===== src/rtl/rcpsd_pkg.sv =====
// ----------------------------------------------------------------------------
// rcpsd_pkg
// Types, constants and helper functions for the stick packet decoder.
// ----------------------------------------------------------------------------
`default_nettype none

package rcpsd_pkg;

	// configuration register indexes
	localparam int unsigned CfgAddrW = 2;
	localparam logic [CfgAddrW-1:0] REG_ID_LOW  = 2'd0;
	localparam logic [CfgAddrW-1:0] REG_ID_HIGH = 2'd1;

	// payload byte positions that carry data
	localparam int unsigned ByteFirst   = 9;
	localparam int unsigned ByteLast    = 17;
	localparam int unsigned BYTE_ROLL_L = 9;
	localparam int unsigned BYTE_ROLL_H = 10;
	localparam int unsigned BYTE_PIT_L  = 11;
	localparam int unsigned BYTE_PIT_H  = 12;
	localparam int unsigned BYTE_THR_L  = 13;
	localparam int unsigned BYTE_THR_H  = 14;
	localparam int unsigned BYTE_YAW_L  = 15;
	localparam int unsigned BYTE_FLAGS  = 16;
	localparam int unsigned BYTE_MODE   = 17;

	localparam int unsigned FLIP_BIT = 4;

	// command ranges
	localparam logic [15:0]        THR_LOW   = 16'd1000;
	localparam logic [15:0]        THR_HIGH  = 16'd2000;
	localparam logic signed [16:0] STICK_MID = 17'sd1500;
	localparam logic signed [16:0] STICK_LIM = 17'sd500;
	localparam logic signed [9:0]  AUX_POS   = 10'sd500;
	localparam logic signed [9:0]  AUX_NEG   = -10'sd500;
	localparam logic signed [9:0]  FLIP_LIM  = 10'sd450;

	// rate fractions as 16-bit reciprocals; exact after truncation for |v| <= 500
	localparam logic [15:0] MUL_33 = 16'd21627;
	localparam logic [15:0] MUL_66 = 16'd43254;

	// hop table offsets
	localparam logic [6:0] HOP_OFS0 = 7'h03;
	localparam logic [6:0] HOP_OFS1 = 7'h16;
	localparam logic [6:0] HOP_OFS2 = 7'h2D;
	localparam logic [6:0] HOP_OFS3 = 7'h40;
	localparam logic [1:0] HOP_RESET = 2'd1;

	localparam logic [7:0] MODE_33_CODE = 8'h00;
	localparam logic [7:0] MODE_66_CODE = 8'h01;

	typedef enum logic [1:0] {
		RATE_33,
		RATE_66,
		RATE_ONE
	} rate_t;

	// decoded packet held between the two stages
	typedef struct packed {
		logic [9:0]        thr;
		logic signed [9:0] roll;
		logic signed [9:0] pitch;
		logic signed [9:0] yaw;
		logic signed [9:0] aux;
		logic [6:0]        hop;
		rate_t             mode;
	} cmd_t;

	// offset stick word clamped to +-500
	function automatic logic signed [9:0] clamp_stick(input logic signed [16:0] d);
		logic signed [9:0] r;
		if (d < -STICK_LIM) begin
			r = -10'sd500;
		end else if (d > STICK_LIM) begin
			r = 10'sd500;
		end else begin
			r = 10'(d);
		end
		return r;
	endfunction

	// hop channel from the bound ID bytes
	function automatic logic [6:0] hop_chan(input logic [1:0] idx, input logic [7:0] id_lo,
		input logic [7:0] id_hi);
		logic [6:0] r;
		unique case (idx)
			2'd0:    r = {3'b000, id_lo[3:0]} + HOP_OFS0;
			2'd1:    r = {3'b000, id_lo[7:4]} + HOP_OFS1;
			2'd2:    r = {3'b000, id_hi[3:0]} + HOP_OFS2;
			default: r = {3'b000, id_hi[7:4]} + HOP_OFS3;
		endcase
		return r;
	endfunction

	// rate scaling, truncated toward zero (works on the magnitude)
	function automatic logic signed [9:0] rate_scale(input logic signed [9:0] v,
		input rate_t mode);
		logic [8:0]        mag;
		logic [24:0]       prod;
		logic [8:0]        q;
		logic signed [9:0] res;
		mag  = v[9] ? 9'(-v) : 9'(v);
		prod = '0;
		unique case (mode)
			RATE_33: begin
				prod = 25'(mag) * 25'(MUL_33);
				q    = prod[24:16];
			end
			RATE_66: begin
				prod = 25'(mag) * 25'(MUL_66);
				q    = prod[24:16];
			end
			default: q = mag;
		endcase
		res = {1'b0, q};
		return v[9] ? -res : res;
	endfunction

endpackage

`default_nettype wire


===== src/rtl/rc_packet_stick_decoder.sv =====
// ----------------------------------------------------------------------------
// rc_packet_stick_decoder
// Collects control packet bytes and emits one decoded stick command per packet.
// ----------------------------------------------------------------------------
// One payload byte is taken per beat, one beat per cycle while s_tready is high.
// A beat with s_tuser set starts a new packet; after PACKET_BYTES bytes the packet
// is complete and the next byte starts a new one. The decoded command passes the
// stage 1 and output registers: the first stage clamps the sticks, updates the
// flip channel and looks up the hop channel, the second applies the rate scale
// with one multiplier per axis. Input stalls only when both stages hold a
// finished packet and the output is not taken. The ID registers are written
// through the cfg port by the user only while idle; the block does not enforce it.
`default_nettype none

module rc_packet_stick_decoder #(
	parameter int unsigned PACKET_BYTES = 19
) (
	input  wire logic                          clk,
	input  wire logic                          arst_n,
	// config write port
	input  wire logic                          cfg_we,
	input  wire logic [rcpsd_pkg::CfgAddrW-1:0] cfg_addr,
	input  wire logic [7:0]                    cfg_data,
	// input stream
	input  wire logic                          s_tvalid,
	output logic                               s_tready,
	input  wire logic [7:0]                    s_tdata,  // [7:0] pkt_byte
	input  wire logic                          s_tuser,  // [0] pkt_start
	// output stream
	output logic                               m_tvalid,
	input  wire logic                          m_tready,
	// [9:0] throttle_cmd, [19:10] roll_cmd, [29:20] pitch_cmd, [39:30] yaw_cmd,
	// [49:40] aux_cmd, [56:50] hop_channel, [63:57] zero
	output logic [63:0]                        m_tdata
);

	localparam int unsigned PosW = $clog2(PACKET_BYTES);
	localparam logic [PosW-1:0] PosLast = PosW'(PACKET_BYTES - 1);

	logic [PosW-1:0] pos_q;
	logic [PosW-1:0] pos_cur;
	logic            s_acc;
	logic            pkt_done;
	logic            capture;
	logic            advance;

	logic [7:0] store_q [rcpsd_pkg::ByteFirst:rcpsd_pkg::ByteLast];
	logic [7:0] id_lo_q;
	logic [7:0] id_hi_q;
	logic [1:0] hop_q;
	logic signed [9:0] aux_q;

	logic              valid_s1;
	rcpsd_pkg::cmd_t   cmd_s1;
	rcpsd_pkg::cmd_t   cmd_d;
	logic signed [9:0] aux_d;

	logic [15:0]       thr_word;
	logic [16:0]       thr_off;
	logic signed [16:0] roll_off;
	logic signed [16:0] pitch_off;
	logic signed [16:0] yaw_off;

	// handshake
	assign advance  = !m_tvalid || m_tready;
	assign s_tready = !valid_s1 || advance;
	assign s_acc    = s_tvalid && s_tready;
	assign pos_cur  = s_tuser ? '0 : pos_q;
	assign pkt_done = (pos_cur == PosLast);
	assign capture  = s_acc && pkt_done;

	// config registers
	always_ff @(posedge clk or negedge arst_n) begin
		if (!arst_n) begin
			id_lo_q <= '0;
			id_hi_q <= '0;
		end else if (cfg_we) begin
			unique case (cfg_addr)
				rcpsd_pkg::REG_ID_LOW:  id_lo_q <= cfg_data;
				rcpsd_pkg::REG_ID_HIGH: id_hi_q <= cfg_data;
				default: ;
			endcase
		end
	end

	// byte position
	always_ff @(posedge clk or negedge arst_n) begin
		if (!arst_n) begin
			pos_q <= '0;
		end else if (s_acc) begin
			pos_q <= pkt_done ? '0 : pos_cur + 1'b1;
		end
	end

	// byte store, only the positions that carry data
	for (genvar i = rcpsd_pkg::ByteFirst; i <= rcpsd_pkg::ByteLast; i++) begin : g_store
		always_ff @(posedge clk) begin
			if (s_acc && (pos_cur == PosW'(i))) begin
				store_q[i] <= s_tdata;
			end
		end
	end

	// stage 1: offsets, clamps, flip channel, hop lookup, rate mode
	always_comb begin
		thr_word  = {store_q[rcpsd_pkg::BYTE_THR_H], store_q[rcpsd_pkg::BYTE_THR_L]};
		thr_off   = {1'b0, thr_word} - {1'b0, rcpsd_pkg::THR_LOW};
		roll_off  = $signed({store_q[rcpsd_pkg::BYTE_ROLL_H][7],
			store_q[rcpsd_pkg::BYTE_ROLL_H], store_q[rcpsd_pkg::BYTE_ROLL_L]})
			- rcpsd_pkg::STICK_MID;
		pitch_off = $signed({store_q[rcpsd_pkg::BYTE_PIT_H][7],
			store_q[rcpsd_pkg::BYTE_PIT_H], store_q[rcpsd_pkg::BYTE_PIT_L]})
			- rcpsd_pkg::STICK_MID;
		yaw_off   = $signed({5'b00000, store_q[rcpsd_pkg::BYTE_FLAGS][3:0],
			store_q[rcpsd_pkg::BYTE_YAW_L]}) - rcpsd_pkg::STICK_MID;

		if (thr_word < rcpsd_pkg::THR_LOW) begin
			cmd_d.thr = '0;
		end else if (thr_word > rcpsd_pkg::THR_HIGH) begin
			cmd_d.thr = 10'd1000;
		end else begin
			cmd_d.thr = thr_off[9:0];
		end
		cmd_d.roll  = -rcpsd_pkg::clamp_stick(roll_off);
		cmd_d.pitch = -rcpsd_pkg::clamp_stick(pitch_off);
		cmd_d.yaw   = rcpsd_pkg::clamp_stick(yaw_off);

		// flip latch on unscaled pitch
		aux_d = aux_q;
		if (store_q[rcpsd_pkg::BYTE_FLAGS][rcpsd_pkg::FLIP_BIT]) begin
			if (cmd_d.pitch > rcpsd_pkg::FLIP_LIM) begin
				aux_d = rcpsd_pkg::AUX_POS;
			end else if (cmd_d.pitch < -rcpsd_pkg::FLIP_LIM) begin
				aux_d = rcpsd_pkg::AUX_NEG;
			end
		end
		cmd_d.aux = aux_d;
		cmd_d.hop = rcpsd_pkg::hop_chan(hop_q, id_lo_q, id_hi_q);

		priority if (store_q[rcpsd_pkg::BYTE_MODE] == rcpsd_pkg::MODE_33_CODE) begin
			cmd_d.mode = rcpsd_pkg::RATE_33;
		end else if (store_q[rcpsd_pkg::BYTE_MODE] == rcpsd_pkg::MODE_66_CODE) begin
			cmd_d.mode = rcpsd_pkg::RATE_66;
		end else begin
			cmd_d.mode = rcpsd_pkg::RATE_ONE;
		end
	end

	// packet state: flip hold and hop index
	always_ff @(posedge clk or negedge arst_n) begin
		if (!arst_n) begin
			aux_q <= '0;
			hop_q <= rcpsd_pkg::HOP_RESET;
		end else if (capture) begin
			aux_q <= aux_d;
			hop_q <= hop_q + 1'b1;
		end
	end

	always_ff @(posedge clk or negedge arst_n) begin
		if (!arst_n) begin
			valid_s1 <= 1'b0;
		end else if (capture) begin
			valid_s1 <= 1'b1;
		end else if (advance) begin
			valid_s1 <= 1'b0;
		end
	end

	always_ff @(posedge clk) begin
		if (capture) begin
			cmd_s1 <= cmd_d;
		end
	end

	// stage 2: rate scale into the output register
	always_ff @(posedge clk or negedge arst_n) begin
		if (!arst_n) begin
			m_tvalid <= 1'b0;
		end else if (advance) begin
			m_tvalid <= valid_s1;
		end
	end

	always_ff @(posedge clk) begin
		if (advance && valid_s1) begin
			m_tdata <= {7'b0000000, cmd_s1.hop, cmd_s1.aux,
				rcpsd_pkg::rate_scale(cmd_s1.yaw, cmd_s1.mode),
				rcpsd_pkg::rate_scale(cmd_s1.pitch, cmd_s1.mode),
				rcpsd_pkg::rate_scale(cmd_s1.roll, cmd_s1.mode),
				cmd_s1.thr};
		end
	end

	// checks
	a_aux_range: assert property (@(posedge clk) disable iff (!arst_n)
		aux_q == 10'sd0 || aux_q == rcpsd_pkg::AUX_POS || aux_q == rcpsd_pkg::AUX_NEG)
		else $error("flip channel left its three values");

	a_pos_range: assert property (@(posedge clk) disable iff (!arst_n)
		pos_q <= PosLast)
		else $error("byte position beyond packet length");

	a_capture_s1: assert property (@(posedge clk) disable iff (!arst_n)
		capture |=> valid_s1)
		else $error("completed packet not held in stage 1");

	a_hop_step: assert property (@(posedge clk) disable iff (!arst_n)
		capture |=> hop_q == 2'($past(hop_q) + 2'd1))
		else $error("hop index did not advance on packet");

	a_no_drop: assert property (@(posedge clk) disable iff (!arst_n)
		(valid_s1 && !advance) |=> valid_s1)
		else $error("stage 1 packet lost under stall");

endmodule

`default_nettype wire


===== config.mk =====
export PLATFORM = sky130hd
export DESIGN_NAME = rc_packet_stick_decoder
export DESIGN_NICKNAME = d
export VERILOG_FILES = /design/src/rtl/rcpsd_pkg.sv /design/src/rtl/rc_packet_stick_decoder.sv
export SDC_FILE = /design/constraint.sdc
export NUM_CORES = 1
export LEC_CHECK = 0
export ABC_CLOCK_PERIOD_IN_PS = 10000
export BUFFER_PORTS_ARGS = -buffer_cell sky130_fd_sc_hd__buf_2
export CAP_MARGIN = 20
export CORE_ASPECT_RATIO = 1.2
export CORE_MARGIN = 2
export CORE_UTILIZATION = 38
export DETAILED_ROUTE_END_ITERATION = 16
export PLACE_DENSITY = 0.64
export REMOVE_ABC_BUFFERS = 1
export SLEW_MARGIN = 20
export SYNTH_ARGS = -nofsm -noshare
export SYNTH_HDL_FRONTEND = slang
export SYNTH_SLANG_ARGS = --single-unit

===== constraint.sdc =====
create_clock -name clk -period 10 [get_ports clk]
set_clock_uncertainty 0.2 [all_clocks]
set_input_delay 0.5 -clock clk [delete_from_list [all_inputs] [get_ports clk]]
set_output_delay 0.5 -clock clk [all_outputs]
set_load 0.1 [all_outputs]

==> results of run 1 <==
[state kept, by name, indices dropped and copies added (netlist names)]
name      flops
store_q      69
hop_q         2
m_tvalid      1
cmd_s1       59
id_hi_q       8
valid_s1      1
id_lo_q       8
m_tdata      57
pos_q         5
aux_q        10
[layer usage]
metal	routed length, um	part of all wire	global-route usage	vias up
met1	16300	0.42	0.192	6118
met2	19600	0.51	0.292	268
li1	-	-	-	6200
met5	45	0.0012	0	-
met3	1850	0.048	0.0276	75
met4	987	0.025	0.0469	6
[cells in the final DEF, fill, tap and decap left out, types with 9 or more instances in the layout]
| master | n |
|---|---|
| inv_1 | 287 |
| ha_1 | 201 |
| edfxtp_1 | 185 |
| nand2_1 | 117 |
| fa_1 | 105 |
| nor2_1 | 82 |
| buf_2 | 82 |
| a21oi_1 | 71 |
| o21ai_0 | 65 |
| xnor2_1 | 59 |
| xor2_1 | 40 |
| dfrtp_1 | 34 |
| nand3_1 | 28 |
| clkbuf_16 | 25 |
| nor3_1 | 23 |
| nand2b_1 | 22 |
| o21a_1 | 20 |
| and2_1 | 19 |
| mux2_2 | 17 |
| and3_1 | 17 |
| o31ai_1 | 16 |
| nand4_1 | 14 |
| nor2b_1 | 14 |
| o211ai_1 | 13 |
| a31oi_1 | 12 |
| or3_1 | 12 |
| a21o_1 | 11 |
| a211oi_1 | 10 |
| nor4_1 | 10 |
| o22ai_1 | 10 |
| mux2i_1 | 9 |
| o2111ai_1 | 9 |
| dlygate4sd3_1 | 9 |
[report_power, final]
part           leakage [nW]  switching, mW  internal, mW
clock                 0.386          0.367         0.496
sequential             2.08         0.0138          1.00
combinational          6.24         0.0441        0.0291
[critical path: cells and delay by family (launching register included)]
kind	cells	cell delay, ns
buffers and inverters	5	0.48
adders and majority gates	6	2.70
and+or+nand+nor	3	0.70
DFF	1	0.48
xor gates and xnor gates	2	0.61
AOI/OAI and AO/OA	8	2.15
[logic make-up after synthesis]
| logic type | count (synthesis) |
|---|---|
| AO/OA/AOI/OAI | 338 |
| flip-flops | 220 |
| AND/OR/NAND/NOR | 395 |
| buffers and inverters | 334 |
| adder cells (fa/ha/maj) | 306 |
| other | 1 |
| multiplexers | 26 |
| XOR/XNOR | 100 |
[layout make-up]
class / count / area, um2
clock buffer: 31 / 658
clock inverter: 13 / 115
fill: 4423 / 26900
inverter: 289 / 1080
multi-input combinational: 1172 / 10200
sequential: 220 / 6430
tap: 623 / 779
timing repair buffer: 98 / 553
[stage by stage]
step                total power, mW  utilization  hold slack [ns]  setup WS [ns]  area, um2
floorplan                      1.08            -          0.00441           3.39      17700
global placement               1.10        0.405            0.202           2.61      18900
detailed placement             1.11        0.405            0.205           2.51      18900
CTS                            1.98        0.424           0.0283           2.48      19800
global route                   2.03        0.424           0.0660           1.93      19800
finish                         1.95        0.424           0.0549           2.41      19800
[path summary, 6_finish.rpt]
kind	slack, ns	startpoint	to	cells after the start
worst max register to register	2.41	cmd_s1[19]	m_tdata[38]	24
min in group asynchronous	0.38	arst_n	aux_q[0]	2
worst min register to register	0.21	cmd_s1[7]	m_tdata[55]	0
worst min-delay path	0.05	m_tready	m_tvalid	3
worst max-delay path	2.41	cmd_s1[19]	m_tdata[38]	24
max in group asynchronous	8.67	arst_n	pos_q[2]	2
==> impl_results.md, run 1 <==
- CTS H-tree depth: 1
- Die height: 242 um
- Slowest cell on crit path: fa_1
- Yosys top cell area share: 0.311
- RSZ-0062 raised after global routing: false
- Post-CTS Hold Fix Bufs: 9
- Final setup vio count: 0
- Initial antenna violation count: 3
- FFs w/ async S/R, synth: 0.159
- Num CTS Buffers: 24
- # DRC: 0
- Status: finished, final reports clean
- First-pass GRT wire length: 64.3 mm
- Main combinational cell family by area after synthesis: adder cells
- Commonest cells in the netlist: inv_1, ha_1, edfxtp_1
- Largest net degree at the start of global routing: 58
- Post_cts resized: 0
- DP HPWL: 30.6 mm
- Initial Util: 0.383
- Post-synth cell types: 100
- Count leader, synth: inv_1
- CTS sink cnt: 220
- Hold Violations, Final: 0
- CP Cell Sequence: inv_1 > ha_1 > nand2b_1 > o21ai_0 > xnor2_1 > inv_1 > fa_1 > inv_1 > fa_1 > fa_1 > inv_1 > fa_1 > inv_1 > ha_1 > a2111oi_0 > o21ai_1 > a21oi_2 > o31ai_1 > o32ai_1 > o22ai_1 > nor4_1 > nand3_1 > o21a_1 > xor2_1
- Compound-Gate Fraction of Synth Area: 0.132
- Area growth, synth to finish: 10.6%
- GRT Total Usage: 0.160
- Warnings from Yosys: 0
- Port Buf Inserts: 82
- CP dominant cell by count: inv_1
- Max_slew headroom: 0.362
- Worst EP arrival: 7.67 ns
- Total routed wirelength: 38.7 mm
- Worst-path maximum fanout: 9
- Final Slew Violations: 0
- WL/cell: 15.8 um
- CTS tree: yes
- LEAKAGE: 8.70 nW
- Row cnt: 87
- Mapped Area: 0.0179 mm2
- Number of I/O pins: 90
- Via density: 5.18
- Cell count after placement: 2,393
- DR iter-0 viols: 606
- Worst-Skew Late Latency: 0.55 ns
- CP peak stage delay: 0.57 ns
- RePlAce Congestion: 0.878
- Mux share of post-synthesis cell area: 0.0157
- Seq/Total Area, Yosys: 0.360
- Hold Crit Class: input pin to flop
- Setup TNS: 0 ns
- Area leader, netlist: edfxtp_1
- Clk buf depth: 3
- Share of cells above drive strength 1: 0.0971
- Layout net count: 2,135
- DR vias: 12.7k
- Mapped Avg Cell Area: 10.4 um2
- Simple-gate share of the synthesized area: 0.111
- Grt total ovfl: 0
- Slew @ Worst Pin: 0.956 ns
- Post-Syn Instances: 1,720
- Die X: 202 um
- Max Cap Viol: 0
- Post-Synth XOR/XNOR Area: 0.0494
- Routed Antenna Nets: 0
- Post-CTS Setup Bufs: 0
- Final cell count without fillers: 2,446
- Core box area: 0.0467 mm2
- Tcrit/Tclk final: 0.759
- Root buf cell: clkbuf_16
- Achievable clock frequency: 132 MHz
- DR pass1 iterations: 5
- Cell Pwr Density: 98.6 mW/mm2
- Synth area leaders: edfxtp_1, ha_1, fa_1
- Max VDD drop: 0.144 mV
- Area of the die: 0.0488 mm2
- WP data required: 10.09 ns
- Adder-Cell Fraction of Synth Area: 0.258
- CP Capture Type: flop
- Ant diodes: 0
- Setup CP Type: flop to flop
- Startpoint class of the critical path: flop
- Dominant synthesized flop cell: edfxtp_1
- Clock transition at path regs: 0.06 ns
- Yosys reg bits: 220
- Final min period: 7.59 ns
- Vias in the first global route: 13.0k
- Post-synth EDFFs: 185
No activity file was read; power rests on OpenSTA's default activity.
==> run 2, diff against run 1 <==
--- a/config.mk
+++ b/config.mk
@@ -5,14 +5,15 @@
 export SDC_FILE = /design/constraint.sdc
 export NUM_CORES = 1
 export LEC_CHECK = 0
-export ABC_CLOCK_PERIOD_IN_PS = 10000
+export ABC_AREA = 1
+export ABC_CLOCK_PERIOD_IN_PS = 6300
 export BUFFER_PORTS_ARGS = -buffer_cell sky130_fd_sc_hd__buf_2
 export CAP_MARGIN = 20
 export CORE_ASPECT_RATIO = 1.2
 export CORE_MARGIN = 2
 export CORE_UTILIZATION = 38
 export DETAILED_ROUTE_END_ITERATION = 16
-export PLACE_DENSITY = 0.64
+export PLACE_DENSITY = 0.66
 export REMOVE_ABC_BUFFERS = 1
 export SLEW_MARGIN = 20
 export SYNTH_ARGS = -nofsm -noshare
==> constraint.sdc (replaced) <==
create_clock -name clk -period 6.3 [get_ports clk]
set_clock_uncertainty 0.2 [all_clocks]
set_input_delay 0.315 -clock clk [delete_from_list [all_inputs] [get_ports clk]]
set_output_delay 0.315 -clock clk [all_outputs]
set_load 0.1 [all_outputs]
==> run 2 against run 1 <==
  * Final area grew 12%
  * Global-route usage shrank 0.29 points
  * Critical path depth grew 4
  * Wire length grew 3.2%
  * Hold slack gained 0.11 ns
  * Synthesized area grew 2.2%
  * Worst setup slack lost 2.4 ns
  * Register-to-register slack lost 2.4 ns
  * Die area grew 2.2%
  * Synthesized cell count grew 22%
  * Core utilization grew 3.9 points
  * Final cell count grew 22%
==> impl_results.md, run 2 <==
- Hold WS: 0.166 ns
- Area of the die: 0.0499 mm2
- Ant diodes: 0
- Achievable clock frequency: 160 MHz
- Clk buf depth: 3
- CP peak stage delay: 0.63 ns
- FFs w/ async S/R, synth: 0.159
- DP HPWL: 31.3 mm
- Max reg flops: 69
- CTS sink cnt: 220
- Tcrit/Tclk final: 0.993
- Hold Path Sink: id_lo_q[5]
- Max_slew headroom: 0.320
- Area leader, netlist: edfxtp_1
- Sequential power share: 0.494
- RSZ-0062 raised after global routing: true
- Commonest non-fill, non-tap cell in the layout: inv_1
- # DRC: 0
- Via density: 4.74
- Yosys reg bits: 220
- # fillers: 4,515
- Total routed wirelength: 40.0 mm
- Final setup vio count: 0
- Post-synth EDFFs: 185
- LEAKAGE: 10.6 nW
- Layout net count: 2,654
- Warnings from Yosys: 0
- DR iter-0 viols: 590
- WP data required: 6.40 ns
- Hold Crit Class: input pin to flop
- Most flop-heavy register: store_q
- RePlAce Congestion: 0.864
- CTS tree: yes
- Clock transition at path regs: 0.06 ns
- Final cell count without fillers: 2,972
- Worst EP arrival: 6.35 ns
- Core box area: 0.0478 mm2
- Most frequent cells in the layout: inv_1, nand2_1, edfxtp_1
- Max Cap Viol: 0
- Final min period: 6.26 ns
- Vias in the first global route: 14.0k
- Min-delay src: cfg_we
- Startpoint class of the critical path: flop
- Worst-path maximum fanout: 3
- Cell Pwr Density: 147 mW/mm2
- Final Slew Violations: 0
- Logic pwr share: 0.040
- Number of I/O pins: 90
- R2r worst-path depth: 28
- First-pass GRT wire length: 64.9 mm
- Row cnt: 88
- Post-synth cell types: 57
- DR vias: 14.1k
- Largest registers: store_q: 69 flops, cmd_s1: 59 flops, m_tdata: 57 flops
- Status: finished, final reports clean
- Sw frac: 0.219
- GRT Total Usage: 0.157
- Port Buf Inserts: 82
- DR pass1 iterations: 5
- Max VDD drop: 0.233 mV
- Yosys top cell area share: 0.304
- Mapped Area: 0.0183 mm2
- Routed Antenna Nets: 0
- Count leader, synth: inv_1
- Synth area leaders: edfxtp_1, ha_1, fa_1
- R2R Setup Slk: 0.04 ns
- Seq/Total Area, Yosys: 0.352
- WL/cell: 13.5 um
- Sw Pwr: 0.711 mW
- Cell count after placement: 2,876
- Slew @ Worst Pin: 1.01 ns
- Hold depth: 4
- Grt total ovfl: 0
- Slowest cell on crit path: fa_2
- Initial antenna violation count: 0
- Hold Violations, Final: 0
- Internal power: 2.54 mW
- Root buf cell: clkbuf_16
- CP dominant cell by count: fa_2
- Worst R2R End: m_tdata[26]
- Critical R2R Launch: cmd_s1[29]
- Share of cells above drive strength 1: 0.192
- Die height: 244 um
- Initial Util: 0.383
- Setup CP Type: flop to flop
- Post-Syn Instances: 2,090
- CP Capture Type: flop
- Largest net degree at the start of global routing: 53
- Num CTS Buffers: 25
- Area growth, synth to finish: 21.0%
- Die X: 204 um
- CTS H-tree depth: 1
- Dominant synthesized flop cell: edfxtp_1
- Power share of the clock group: 0.465
- Mapped Avg Cell Area: 8.75 um2
- Commonest cells in the netlist: inv_1, nand2_1, ha_1
- Worst-Skew Late Latency: 0.55 ns
[run 2: cell count changes in the layout (fill, tap and decap cells not counted), sizes merged, moves of 19 or more]
| cell | change |
|---|---|
| buf | +116 |
| nand3 | +102 |
| nand2 | +277 |
| inv | +176 |
| nand2b | -22 |
| and2 | -21 |
| nor2 | +86 |
| o21a | -19 |
| xnor2 | -42 |
[run 2: cells by family after synthesis]
| kind of cell | after synthesis | synth area share |
|---|---|---|
| AOI/OAI and AO/OA | 218 | 0.0681 |
| xor gates and xnor gates | 76 | 0.0368 |
| adders and majority gates | 306 | 0.252 |
| buffers and inverters | 491 | 0.103 |
| DFF | 220 | 0.352 |
| other | 1 | 0.000205 |
| and+or+nand+nor | 778 | 0.188 |
[run 2: metal layers]
layer | up-vias | wire length, um | track usage
li1 | 7184 | - | -
met1 | 6611 | 17300 | 0.194
met4 | 0 | 1130 | 0.0471
met5 | - | 0 | 0
met2 | 242 | 20400 | 0.286
met3 | 63 | 1240 | 0.0188
[run 2: how the worst max path moves through the flow]
stage               startpoint          end  slack [ns]  cells after the start
global placement    cmd_s1[29]  m_tdata[26]       -0.14                     30
detailed placement  cmd_s1[29]  m_tdata[26]       -0.36                     28
CTS                 cmd_s1[29]  m_tdata[26]       -0.02                     28
global route        cmd_s1[29]  m_tdata[28]       -0.35                     32
finish              cmd_s1[29]  m_tdata[26]        0.04                     28
floorplan           cmd_s1[29]  m_tdata[26]       -0.05                     30
[run 2: layout make-up]
class | instances | area, um2 | area share
multi-input combinational | 1385 | 10800 | 0.486
inverter | 468 | 1760 | 0.0795
clock inverter | 19 | 236 | 0.0107
tap | 630 | 788 | 0.0356
clock buffer | 26 | 629 | 0.0284
timing repair buffer | 224 | 1530 | 0.0689
sequential | 220 | 6430 | 0.291
[run 2: repair_timing]
action                                  in CTS  in global routing
endpoints found under the hold margin      121                  0
gates resized for setup                     37                131
pin swaps                                   20                 78
endpoints found under the setup margin      18                 26
hold buffers                                19                  0
buffers inserted                             5                 27
[run 2: stage by stage]
step                      power (mW)  setup WS (ns)  TNS [ns]  cell area [um2]   util
final                           3.25         0.0426         0            22100  0.463
after global routing            3.36         -0.352     -2.57            22100  0.463
after CTS                       3.29        -0.0210   -0.0210            21300  0.446
after detailed placement        1.76         -0.359     -2.70            20100  0.420
after global placement          1.75         -0.137    -0.475            20100  0.420
after floorplan                 1.71        -0.0470   -0.0737            18200      -
[run 2: power groups by stage]
stage          Combinational, mW  Clock (mW)  Sequential (mW)
5_1_grt                    0.150        1.60             1.61
3_3_place_gp               0.118           0             1.64
3_5_place_dp               0.122           0             1.64
6_report                   0.131        1.51             1.61
4_1_cts                    0.132        1.55             1.61
2_1_floorplan             0.0817           0             1.63
[run 2: critical path: cells and delay by family (launching register included)]
family                   cells  cell delay [ns]
AND/OR/NAND/NOR              8             0.99
adder cells (fa/ha/maj)      7             2.65
flip-flops                   1             0.41
buffers and inverters        4             0.30
XOR/XNOR                     2             0.39
AO/OA/AOI/OAI                7             1.05
==> run 3, diff against run 2 <==
--- a/config.mk
+++ b/config.mk
@@ -5,7 +5,7 @@
 export SDC_FILE = /design/constraint.sdc
 export NUM_CORES = 1
 export LEC_CHECK = 0
-export ABC_AREA = 1
+export ABC_AREA = 0
 export ABC_CLOCK_PERIOD_IN_PS = 6300
 export BUFFER_PORTS_ARGS = -buffer_cell sky130_fd_sc_hd__buf_2
 export CAP_MARGIN = 20
==> run 3 against run 2 <==
  * The flow now finishes with violations (setup timing)
  * Combinational power about the same
  * Via count fell by 3.9%
  * Highest routed layer unchanged
  * Clock power rose by 9.9%
  * Non-clock buffer count increased by 102
  * Register-to-register slack got worse by 0.19 ns
  * Sequential share of layout area fell by 0.89 points
  * Critical endpoint is now m_tdata[29]
  * Sequential power about the same
  * Critical path type unchanged
  * Die area is 2.1% lower
  * Core utilization increased by 2.6 points
==> impl_results.md, run 3 (synthesized netlist as in run 1, its figures left out) <==
- Status: finished with violations
- Failing checks: setup timing
- Total routed wirelength: 41.8 mm
- Setup CP Type: flop to flop
- WP data required: 6.40 ns
- Uppermost routed layer: met4
- Clk buf depth: 3
- Root buf cell: clkbuf_16
- Share of cells above drive strength 1: 0.272
- WL/cell: 15.6 um
- Cell count after placement: 2,573
- Met2 WL post-DR: 21.8 mm
- First-pass GRT wire length: 68.2 mm
- Via density: 5.05
- Max reg flops: 69
- Hold depth: 5
- Commonest non-fill, non-tap cell in the layout: inv_1
- Achievable clock frequency: 155 MHz
- Critical R2R Launch: cmd_s1[32]
- Vias in the first global route: 14.1k
- Worst R2R End: m_tdata[29]
- Crit path capture: m_tdata[29]
- Largest net degree at the start of global routing: 42
- Ant diodes: 0
- DR pass1 iterations: 6
- Dpl cell area: 0.0203 mm2
- Die X: 202 um
- Tcrit/Tclk final: 1.02
- Largest registers: store_q: 69 flops, cmd_s1: 59 flops, m_tdata: 57 flops
- Worst Setup Slack, final: -0.144 ns
- Initial Util: 0.383
- Final setup vio count: 9
- Startpoint class of the critical path: flop
- Row cnt: 87
- Num CTS Buffers: 27
- Cell Pwr Density: 149 mW/mm2
- Die height: 242 um
- Final cell count without fillers: 2,680
- Initial antenna violation count: 0
- Area of the die: 0.0488 mm2
- Pwr Total: 3.40 mW
- Max Cap Viol: 0
- DP HPWL: 32.0 mm
- Hold Crit Class: input pin to flop
- Sequential Area: 0.00643 mm2
- Worst EP arrival: 6.55 ns
- CTS H-tree depth: 1
- CP startpoint: cmd_s1[32]
- R2R Setup Slk: -0.14 ns
- Clock transition at path regs: 0.07 ns
- Hold WS: 0.0695 ns
- CTS sink cnt: 220
- Most flop-heavy register: store_q
- LEAKAGE: 10.1 nW
- Final Slew Violations: 0
- # DRC: 0
- Max_slew headroom: 0.181
- CTS tree: yes
- Routed Antenna Nets: 0
- Max VDD drop: 0.211 mV
- RePlAce Congestion: 0.913
- RSZ-0062 raised after global routing: true
- DR vias: 13.5k
- Worst-path maximum fanout: 3
- Number of I/O pins: 90
- CP Capture Type: flop
- # fillers: 4,141
- Slew @ Worst Pin: 1.22 ns
- Area growth, synth to finish: 27.6%
- Layout net count: 2,366
- R2r worst-path depth: 20
- Area taken by multi-input logic gates: 0.0112 mm2
- Routed wl met3: 1.70 mm
- Design area: 0.0228 mm2
- Most frequent cells in the layout: inv_1, buf_4, edfxtp_1
- Metal1 wirelength: 17.1 mm
- Worst-Skew Late Latency: 0.56 ns
- DR iter-0 viols: 824
- GRT Total Usage: 0.169
- Grt total ovfl: 0
- Core box area: 0.0467 mm2
- Port Buf Inserts: 82
- Hold Violations, Final: 0
- Final min period: 6.44 ns
[run 3: cell types whose count changed in the layout (fill, tap and decap cells not counted), sizes merged, moves of 14 or more]
cell	delta
o21ai	-14
xnor2	+42
nor2b	+14
mux2	+17
and3	+16
nand2b	+22
nor2	-86
buf	+99
nand2	-277
inv	-172
and2	+21
nand3	-102
o21a	+19
xor2	-18
[run 3: report_power, final]
part	total (mW)	switching [mW]	internal [mW]
sequential	1.61	0.0225	1.59
combinational	0.129	0.0747	0.0541
clock	1.66	0.648	1.01
[run 3: metrics by stage]
step           utilization  setup TNS, ns  worst slack (ns)
4_1_cts              0.476         -0.613            -0.155
3_3_place_gp         0.435          -4.72            -0.384
5_1_grt              0.489          -5.91            -0.401
2_1_floorplan            -          -2.33            -0.314
3_5_place_dp         0.435          -8.05            -0.590
6_report             0.489         -0.800            -0.144
[run 3: worst min-delay path by stage]
stage | start | to | slack [ns]
after floorplan | arst_n | aux_q[0] | -0.18
after global placement | cmd_s1[3] | m_tdata[51] | 0.20
after detailed placement | cmd_s1[12] | m_tdata[43] | 0.21
after CTS | cfg_addr[1] | id_lo_q[6] | 0.03
after global routing | cfg_addr[1] | id_lo_q[0] | 0.06
final | cfg_addr[1] | id_lo_q[6] | 0.07
[run 3: cell type report]
cell class                      count  area share
Clock inverter                     21      0.0124
Multi-Input combinational cell   1172       0.491
Inverter                          289      0.0476
Clock buffer                       29      0.0299
Sequential cell                   220       0.282
Timing Repair Buffer              326       0.103
Tap cell                          623      0.0342
[run 3: metal layers]
layer,track usage,up-vias
met5,0,-
met4,0.0493,0
met3,0.0230,73
met2,0.313,256
met1,0.202,6555
li1,-,6660
[run 3: timing repair]
item	in CTS	in global routing
resized for setup	118	108
setup buffers	28	9
setup endpoints to repair	25	28
hold buffers	22	0
endpoints found under the hold margin	126	0
pin swaps	110	69
[run 3: critical path, cell delays in order (launching register included)]
cell      delay, ns
edfxtp_1       0.39
or3_4          0.42
or3b_4         0.38
o31a_1         0.29
xor2_2         0.18
inv_2          0.06
fa_1           0.59
fa_2           0.46
fa_1           0.50
fa_1           0.46
ha_4           0.30
nand4_1        0.13
nor2_2         0.20
o21ai_4        0.11
a211oi_4       0.29
o31a_1         0.22
buf_4          0.13
o221a_2        0.19
o32ai_2        0.09
buf_4          0.17
o41a_1         0.41
